===== src/rtl/core/lfsia_pkg.sv =====
`timescale 1ns / 1ps

package lfsia_pkg;

    // Sizes
    localparam int SLOT_COUNT    = 16;
    localparam int TIME_BITS     = 32;
    localparam int COUNT_BITS    = 20;
    localparam int SLOT_IDX_BITS = (SLOT_COUNT > 1) ? $clog2(SLOT_COUNT) : 1;
    localparam int SLOT_NUM_BITS = 5;
    localparam int CMD_BITS      = 2;
    localparam int LIMIT_BITS    = 5;

    localparam logic [COUNT_BITS-1:0] COUNT_MAX = {COUNT_BITS{1'b1}};

    // Input item commands
    localparam logic [CMD_BITS-1:0] CMD_REQUEST = 2'd0;
    localparam logic [CMD_BITS-1:0] CMD_QUERY   = 2'd1;
    localparam logic [CMD_BITS-1:0] CMD_CLEAR   = 2'd2;

    // Register map
    localparam int REG_SLOTS_IN_USE   = 0;
    localparam int APB_ADDR_BITS      = 2;
    localparam logic [LIMIT_BITS-1:0] SLOTS_IN_USE_RESET = 5'd16;

    // Controller to datapath
    typedef struct packed {
        logic load;
        logic do_request;
        logic do_clear;
        logic acc_step;
        logic out_load;
    } lfsia_cmd_t;

    // Datapath to controller
    typedef struct packed {
        logic [CMD_BITS-1:0] cmd;
        logic                query_done;
    } lfsia_stat_t;

endpackage


===== src/rtl/core/lowest_free_slot_interval_allocator.sv =====
`timescale 1ns / 1ps

// Channel   Dir  Handshake          Payload
// s_        in   s_tvalid/s_tready  s_tdata: command, start_time, end_time, query_slot
// m_        out  m_tvalid/m_tready  m_tdata: granted, slot_number, prefix_count
// apb       in   psel/penable       slots_in_use at byte address 0
//
// One item at a time. Request, clear and unused commands go from the exec state to the
// done state, which holds until the output is free; a query passes the query state
// between, where the single accumulator walks the grant counts one slot per cycle.
// The next item is accepted while the previous result still waits on m_tready.
// Reset (aresetn low, synchronous) frees all slots, zeroes counts, sets
// slots_in_use to 16.

module lowest_free_slot_interval_allocator (
    input  logic        aclk,
    input  logic        aresetn,
    input  logic        s_tvalid,
    output logic        s_tready,
    // [1:0] command, [33:2] start_time, [65:34] end_time, [70:66] query_slot
    input  logic [71:0] s_tdata,
    output logic        m_tvalid,
    input  logic        m_tready,
    // [0] granted, [5:1] slot_number, [25:6] prefix_count
    output logic [31:0] m_tdata,
    input  logic        psel,
    input  logic        penable,
    input  logic        pwrite,
    input  logic [lfsia_pkg::APB_ADDR_BITS-1:0] paddr,
    input  logic [31:0] pwdata,
    output logic [31:0] prdata,
    output logic        pready
);

    logic [lfsia_pkg::LIMIT_BITS-1:0]    slots_reg;
    lfsia_pkg::lfsia_cmd_t                cmd;
    lfsia_pkg::lfsia_stat_t               stat;
    logic                                out_granted;
    logic [lfsia_pkg::SLOT_NUM_BITS-1:0] out_slot_number;
    logic [lfsia_pkg::COUNT_BITS-1:0]    out_prefix_count;
    logic                                reg_sel;

    // Single register: every address in the window maps to it
    assign reg_sel = ((paddr >> 2) == lfsia_pkg::APB_ADDR_BITS'(lfsia_pkg::REG_SLOTS_IN_USE));
    assign pready  = 1'b1;
    assign prdata  = reg_sel ? {27'd0, slots_reg} : 32'd0;

    // Configuration write
    always_ff @(posedge aclk) begin
        if (!aresetn) begin
            slots_reg <= lfsia_pkg::SLOTS_IN_USE_RESET;
        end else if (psel && penable && pwrite && reg_sel) begin
            slots_reg <= pwdata[lfsia_pkg::LIMIT_BITS-1:0];
        end
    end

    lfsia_ctrl u_ctrl (
        .aclk     (aclk),
        .aresetn  (aresetn),
        .s_tvalid (s_tvalid),
        .s_tready (s_tready),
        .m_tvalid (m_tvalid),
        .m_tready (m_tready),
        .stat     (stat),
        .cmd      (cmd)
    );

    lfsia_dpath u_dpath (
        .aclk             (aclk),
        .aresetn          (aresetn),
        .cmd              (cmd),
        .stat             (stat),
        .slots_in_use     (slots_reg),
        .in_command       (s_tdata[1:0]),
        .in_start_time    (s_tdata[33:2]),
        .in_end_time      (s_tdata[65:34]),
        .in_query_slot    (s_tdata[70:66]),
        .out_granted      (out_granted),
        .out_slot_number  (out_slot_number),
        .out_prefix_count (out_prefix_count)
    );

    assign m_tdata = {6'd0, out_prefix_count, out_slot_number, out_granted};

endmodule


===== src/rtl/core/lfsia_ctrl.sv =====
`timescale 1ns / 1ps

module lfsia_ctrl (
    input  logic                  aclk,
    input  logic                  aresetn,
    input  logic                  s_tvalid,
    output logic                  s_tready,
    output logic                  m_tvalid,
    input  logic                  m_tready,
    input  lfsia_pkg::lfsia_stat_t stat,
    output lfsia_pkg::lfsia_cmd_t  cmd
);

    typedef enum logic [1:0] {
        ST_IDLE,
        ST_EXEC,
        ST_QUERY,
        ST_DONE
    } state_t;

    state_t state_reg;
    logic   m_valid_reg;
    logic   out_free;

    assign s_tready = (state_reg == ST_IDLE);
    assign m_tvalid = m_valid_reg;
    assign out_free = !m_valid_reg || m_tready;

    // Command decode per state
    always_comb begin
        cmd            = '0;
        cmd.load       = (state_reg == ST_IDLE) && s_tvalid;
        cmd.do_request = (state_reg == ST_EXEC) && (stat.cmd == lfsia_pkg::CMD_REQUEST);
        cmd.do_clear   = (state_reg == ST_EXEC) && (stat.cmd == lfsia_pkg::CMD_CLEAR);
        cmd.acc_step   = (state_reg == ST_QUERY) && !stat.query_done;
        cmd.out_load   = (state_reg == ST_DONE) && out_free;
    end

    // State and output valid
    always_ff @(posedge aclk) begin
        if (!aresetn) begin
            state_reg   <= ST_IDLE;
            m_valid_reg <= 1'b0;
        end else begin
            // New result takes priority over the one just taken
            if (cmd.out_load) begin
                m_valid_reg <= 1'b1;
            end else if (m_tready) begin
                m_valid_reg <= 1'b0;
            end
            unique case (state_reg)
                ST_IDLE: begin
                    if (s_tvalid) begin
                        state_reg <= ST_EXEC;
                    end
                end
                ST_EXEC: begin
                    if (stat.cmd == lfsia_pkg::CMD_QUERY) begin
                        state_reg <= ST_QUERY;
                    end else begin
                        state_reg <= ST_DONE;
                    end
                end
                ST_QUERY: begin
                    if (stat.query_done) begin
                        state_reg <= ST_DONE;
                    end
                end
                ST_DONE: begin
                    if (out_free) begin
                        state_reg <= ST_IDLE;
                    end
                end
                default: state_reg <= ST_IDLE;
            endcase
        end
    end

    // One result per accepted item: a result is only loaded from the done state
    a_out_from_done: assert property (@(posedge aclk) disable iff (!aresetn)
        $rose(m_valid_reg) |-> $past(state_reg == ST_DONE))
        else $error("result raised outside done state");

    // Input is never taken while an item is in flight
    a_no_accept_busy: assert property (@(posedge aclk) disable iff (!aresetn)
        (state_reg != ST_IDLE) |-> !s_tready)
        else $error("input ready while busy");

    // A waiting result is never overwritten
    a_no_overwrite: assert property (@(posedge aclk) disable iff (!aresetn)
        cmd.out_load |-> (!m_valid_reg || m_tready))
        else $error("result overwritten before taken");

endmodule


===== src/rtl/core/lfsia_dpath.sv =====
`timescale 1ns / 1ps

module lfsia_dpath (
    input  logic                                 aclk,
    input  logic                                 aresetn,
    input  lfsia_pkg::lfsia_cmd_t                 cmd,
    output lfsia_pkg::lfsia_stat_t                stat,
    input  logic [lfsia_pkg::LIMIT_BITS-1:0]     slots_in_use,
    input  logic [lfsia_pkg::CMD_BITS-1:0]       in_command,
    input  logic [lfsia_pkg::TIME_BITS-1:0]      in_start_time,
    input  logic [lfsia_pkg::TIME_BITS-1:0]      in_end_time,
    input  logic [lfsia_pkg::SLOT_NUM_BITS-1:0]  in_query_slot,
    output logic                                 out_granted,
    output logic [lfsia_pkg::SLOT_NUM_BITS-1:0]  out_slot_number,
    output logic [lfsia_pkg::COUNT_BITS-1:0]     out_prefix_count
);

    localparam int N  = lfsia_pkg::SLOT_COUNT;
    localparam int TB = lfsia_pkg::TIME_BITS;
    localparam int CB = lfsia_pkg::COUNT_BITS;
    localparam int IB = lfsia_pkg::SLOT_IDX_BITS;
    localparam int NB = lfsia_pkg::SLOT_NUM_BITS;

    // Captured item
    logic [lfsia_pkg::CMD_BITS-1:0] cmd_reg;
    logic [TB-1:0]                  start_reg;
    logic [TB-1:0]                  end_reg;
    logic [NB-1:0]                  qk_reg;

    // Slot state
    logic [N-1:0]  busy_reg;
    logic [TB-1:0] end_time_reg [N];
    logic [CB-1:0] count_reg    [N];

    // Query walk and result holding
    logic [NB-1:0] idx_reg;
    logic [CB-1:0] acc_reg;
    logic          res_granted_reg;
    logic [NB-1:0] res_slot_reg;

    // Output register
    logic          out_granted_reg;
    logic [NB-1:0] out_slot_reg;
    logic [CB-1:0] out_prefix_reg;

    logic [N-1:0]  expire_vec;
    logic [N-1:0]  elig_vec;
    logic [N-1:0]  pick_vec;
    logic [IB-1:0] pick_idx;
    logic [CB:0]   acc_sum;

    // Release compare and eligibility per lane
    always_comb begin
        for (int i = 0; i < N; i++) begin
            expire_vec[i] = busy_reg[i] && (end_time_reg[i] < start_reg);
            elig_vec[i]   = (!busy_reg[i] || expire_vec[i]) && (i < int'(slots_in_use));
        end
    end

    // Lowest eligible lane
    assign pick_vec = elig_vec & (~elig_vec + N'(1));

    always_comb begin
        pick_idx = '0;
        for (int i = 0; i < N; i++) begin
            if (pick_vec[i]) begin
                pick_idx = pick_idx | IB'(i);
            end
        end
    end

    // Saturating accumulate of one count per step
    assign acc_sum = {1'b0, acc_reg} + {1'b0, count_reg[idx_reg[IB-1:0]]};

    assign stat.cmd        = cmd_reg;
    assign stat.query_done = (idx_reg == qk_reg) || (idx_reg == NB'(N));

    // Item capture
    always_ff @(posedge aclk) begin
        if (cmd.load) begin
            cmd_reg   <= in_command;
            start_reg <= in_start_time;
            end_reg   <= in_end_time;
            qk_reg    <= in_query_slot;
        end
    end

    // Slot busy and grant counts
    always_ff @(posedge aclk) begin
        if (!aresetn) begin
            busy_reg <= '0;
            for (int i = 0; i < N; i++) begin
                count_reg[i] <= '0;
            end
        end else if (cmd.do_clear) begin
            busy_reg <= '0;
            for (int i = 0; i < N; i++) begin
                count_reg[i] <= '0;
            end
        end else if (cmd.do_request) begin
            busy_reg <= (busy_reg & ~expire_vec) | pick_vec;
            for (int i = 0; i < N; i++) begin
                if (pick_vec[i] && (count_reg[i] != lfsia_pkg::COUNT_MAX)) begin
                    count_reg[i] <= count_reg[i] + CB'(1);
                end
            end
        end
    end

    // End times, only meaningful while busy
    always_ff @(posedge aclk) begin
        if (cmd.do_request) begin
            for (int i = 0; i < N; i++) begin
                if (pick_vec[i]) begin
                    end_time_reg[i] <= end_reg;
                end
            end
        end
    end

    // Per-item result and query walk
    always_ff @(posedge aclk) begin
        if (cmd.load) begin
            idx_reg         <= '0;
            acc_reg         <= '0;
            res_granted_reg <= 1'b0;
            res_slot_reg    <= '0;
        end else begin
            if (cmd.do_request && (elig_vec != '0)) begin
                res_granted_reg <= 1'b1;
                res_slot_reg    <= NB'(pick_idx) + NB'(1);
            end
            if (cmd.acc_step) begin
                acc_reg <= acc_sum[CB] ? lfsia_pkg::COUNT_MAX : acc_sum[CB-1:0];
                idx_reg <= idx_reg + NB'(1);
            end
        end
    end

    // Output register
    always_ff @(posedge aclk) begin
        if (cmd.out_load) begin
            out_granted_reg <= res_granted_reg;
            out_slot_reg    <= res_slot_reg;
            out_prefix_reg  <= acc_reg;
        end
    end

    assign out_granted      = out_granted_reg;
    assign out_slot_number  = out_slot_reg;
    assign out_prefix_count = out_prefix_reg;

    a_pick_onehot: assert property (@(posedge aclk) disable iff (!aresetn)
        $onehot0(pick_vec))
        else $error("more than one slot picked");

    a_grant_sets_slot: assert property (@(posedge aclk) disable iff (!aresetn)
        (cmd.do_request && (elig_vec != '0)) |=> (res_granted_reg && (res_slot_reg != '0)))
        else $error("grant without slot number");

    a_clear_empties: assert property (@(posedge aclk) disable iff (!aresetn)
        cmd.do_clear |=> (busy_reg == '0))
        else $error("slots busy after clear");

    a_acc_saturates: assert property (@(posedge aclk) disable iff (!aresetn)
        (cmd.acc_step && (acc_reg == lfsia_pkg::COUNT_MAX)) |=>
            (acc_reg == lfsia_pkg::COUNT_MAX))
        else $error("prefix sum left saturation");

endmodule

===== config.mk =====
export PLATFORM = sky130hd
export DESIGN_NAME = lowest_free_slot_interval_allocator
export DESIGN_NICKNAME = d
export VERILOG_FILES = /design/src/rtl/core/lfsia_pkg.sv /design/src/rtl/core/lowest_free_slot_interval_allocator.sv /design/src/rtl/core/lfsia_ctrl.sv /design/src/rtl/core/lfsia_dpath.sv
export SDC_FILE = /design/constraint.sdc
export NUM_CORES = 2
export LEC_CHECK = 0
export BUFFER_PORTS_ARGS = -buffer_cell sky130_fd_sc_hd__buf_2
export CAP_MARGIN = 20
export CORE_ASPECT_RATIO = 0.9
export CORE_MARGIN = 1
export CORE_UTILIZATION = 50
export CTS_CLUSTER_SIZE = 16
export DETAILED_ROUTE_END_ITERATION = 8
export PLACE_DENSITY = 0.66
export SYNTH_ARGS = -nofsm -noshare
export SYNTH_HDL_FRONTEND = slang
export SYNTH_SLANG_ARGS = --single-unit

===== constraint.sdc =====
create_clock -name aclk -period 19.4 [get_ports aclk]
set_input_delay 3.88 -clock aclk [delete_from_list [all_inputs] [get_ports aclk]]
set_output_delay 3.88 -clock aclk [all_outputs]
set_load 0.02 [all_outputs]

==> impl_metrics.tcl <==
set metrics [dict create \
    drv_cap 0 \
    areaGrowthSynthToFinish_pct 11.3 \
    cts_buffer_depth 3 \
    combPwrFrac_pct 18.3 \
    cts-resized-gates 0 \
    finalCriticalPeriod_ns 6.68 \
    layout.cells.non_filler 5718 \
    die_h_um 306 \
    r2r_cells 13 \
    worstHoldStart "u_dpath.res_slot_reg[4]" \
    timing.final.crit_share_pct 34.4 \
    crit_fanout 34 \
    postCtsSetupBuffers 0 \
    worstPathRequired_ns 19.70 \
    core_area_sq_um 102000 \
    clock-sinks 988 \
    grt_use_met3_pct 4.19 \
    gp_congestion 0.872 \
    dpl.cell_count 5516 \
    die_area_sq_um 104000 \
    relSlewSlack_pct 13.9 \
    syn-cell-area_sq_um 51500 \
    grt_first_pass_wirelength_mm 190 \
    wire_per_inst_um 22.1 \
    synth_top_cell_area_share_pct 53.0 \
    numCtsBuffers 105 \
    grt_pass1_vias 32300 \
    max_freq_mhz 150 \
    layout.nets 4924 \
    timing.rr.end "u_dpath.count_reg[6][3]" \
    final_max_slew_viol_count 0 \
    leakage_nw 21.1 \
    tightestPinTransition_ns 1.28 \
    start_util_pct 50.5 \
    holdPathStages 0 \
    hold_end "u_dpath.out_slot_number[4]" \
    fill_cells 8361 \
    criticalPathCategory "reg -> reg" \
    dp_slack_ns 12.21 \
    hold_viol_final 0 \
    synth_area_leader_cell "edfxtp_1" \
    drtIter0Drc 2843 \
    yosysMostFrequentCell "edfxtp_1" \
    post-dp-hpwl_mm 86.4 \
    async_flop_share_pct 0 \
    switching_share_pct 29.9 \
    ys.flop_type "edfxtp_1" \
    status "finished clean" \
    globalRoute.totalOverflow 0 \
    rrSetupSlack_ns 12.72 \
    skew_ns 0.0467 \
    routed_wirelength_mm 126 \
    cts_tree "yes" \
    syn_avg_cell_area_sq_um 12.6 \
    clkLatencyLatePin_ns 0.71 \
    yosysWarnings 0 \
    vias_per_cell 5.85 \
    cts_root_buf "clkbuf_16" \
    synth_edf_count 909 \
    worstHoldPathType "reg -> reg" \
    setup_viol 0 \
    num_vias 33400 \
    synth_cell_types 75 \
    endpoint_kind "flop" \
    drcViolationCount 0 \
    grt_antenna_before_repair 7 \
    clk_pin_slew_worst_paths_ns 0.06 \
    port_buffers 115 \
    fin_util_pct 56.2 \
    yosys-top-cells-area "edfxtp_1, ha_1, mux4_2" \
    synth_cells 4078 \
    synthTopCellsByCount "edfxtp_1, ha_1, nor2_1" \
    layout_setup_ws_ns 12.72 \
    rr_startpoint "u_dpath.start_reg[15]" \
    intPower_mw 4.13 \
    grt_setup_unrepaired "false" \
    arrival_ns 6.98 \
    ys_seq_elements 988 \
    powerDensity_nw_per_um2 103 \
    grtUsageMet2_pct 37.2 \
    grt_max_degree 47 \
    p_seq_share_pct 47.1 \
    firstDrtPassIters 5 \
    ioPinCount 180 \
    grt_use_total_pct 24.1 \
    yosysSeqAreaShare_pct 56.1 \
    cp-start-kind "flop" \
    met1_usage_pct 35.0 \
    die_w_um 340 \
    htree_levels 3 \
    peakVddDrop_mv 0.0677 \
    cp-startpoint "u_dpath.start_reg[15]" \
    cts_hold_buf 0 \
    p_sw_mw 1.76 \
    top_usage_layer "met2" \
    layout-drive-gt1-share_pct 10.8 \
    num_rows 111 \
    fin_setup_tns_ns 0 \
    pwr-share-clk_pct 34.6 \
    largest_register_ffs 512 \
    ant_nets 0 \
]
[cell type report]
class	instances	area [sq um]	share of cell area, %
inverters	91	344	0.601
repair buffers	164	976	1.70
clock buffers	124	2700	4.71
flip-flops and latches	988	28900	50.4
multi-input cells	2921	21900	38.3
clock inverters	73	762	1.33
well taps	1356	1700	2.96
diodes	1	2.50	0.00437
[worst max-delay path by stage]
| stage | cells after the start | endpoint |
|---|---|---|
| floorplan | 3 | u_dpath.cmd_reg[0] |
| global placement | 5 | u_dpath.count_reg[5][1] |
| detailed placement | 5 | u_dpath.count_reg[5][1] |
| CTS | 13 | u_dpath.count_reg[6][3] |
| global route | 13 | u_dpath.count_reg[6][3] |
| finish | 13 | u_dpath.count_reg[6][3] |
[cell families after synthesis]
logic type	Yosys count	synth area share, %
flip-flops	988	56.1
XOR/XNOR	305	5.19
buffers and inverters	201	1.76
adder cells (fa/ha/maj)	540	13.1
AND/OR/NAND/NOR	1331	12.2
AO/OA/AOI/OAI	602	7.05
other	2	0.0146
multiplexers	109	4.55
[through the flow]
stage          hold WS [ns]  area, sq um  power [mW]
6_report              0.426        57300        5.89
5_1_grt               0.451        57300        6.13
4_1_cts               0.425        57200        5.92
3_5_place_dp          0.410        53800        3.89
3_3_place_gp          0.417        53800        3.85
2_1_floorplan         0.401        51600        3.43
[per-layer routing]
metal / vias to the layer above / wire length, um
met5: - / 7
met4: 2 / 3170
met3: 199 / 9060
met2: 956 / 56500
met1: 16600 / 57600
li1: 15700 / -
[worst max-delay path, stage by stage (launching register included)]
cell and delay [ns]:
edfxtp_1 0.37, inv_1 0.64, ha_1 0.28, nand2_1 0.06
nor2_1 0.16, nand2_1 0.06, o21ai_0 0.97, a21oi_1 0.40
a22o_1 0.36, or4b_4 0.59, nor3_2 0.19, buf_4 0.47
nand3_1 0.73, nand2_1 0.95
[cell usage in the layout, fill, tap and decap left out, types with 8 or more instances in the layout]
cell type    n
conb_1      34
a21oi_1    235
and3_1      79
buf_4       45
dfxtp_1     77
nor3_1      34
or2_2        8
nor2_2      16
and4_1      32
clkinv_2    21
nand4_1     82
nand3_1    174
o211ai_1    12
inv_1       88
nand2b_1    32
o21a_1      19
nor2b_1     31
buf_2      115
bufinv_16   13
xnor2_1    120
mux2i_1      9
ha_1       539
xor2_1     185
nand2_1    306
clkinv_1    26
clkbuf_1    19
a21o_1      61
and2_1      16
a221oi_1    24
clkbuf_16  105
a31oi_1     19
o21ai_0    136
nor2_1     462
a211oi_1    20
edfxtp_1   909
mux4_2     100
or3_1       12
[power by group through the flow]
stage	clock, mW	sequential [mW]	combinational, mW
floorplan	0	2.70	0.727
global placement	0	2.81	1.04
detailed placement	0	2.82	1.07
CTS	2.07	2.78	1.08
global route	2.14	2.80	1.20
finish	2.04	2.78	1.08
Note: power is estimated with default switching activity, not from simulation.
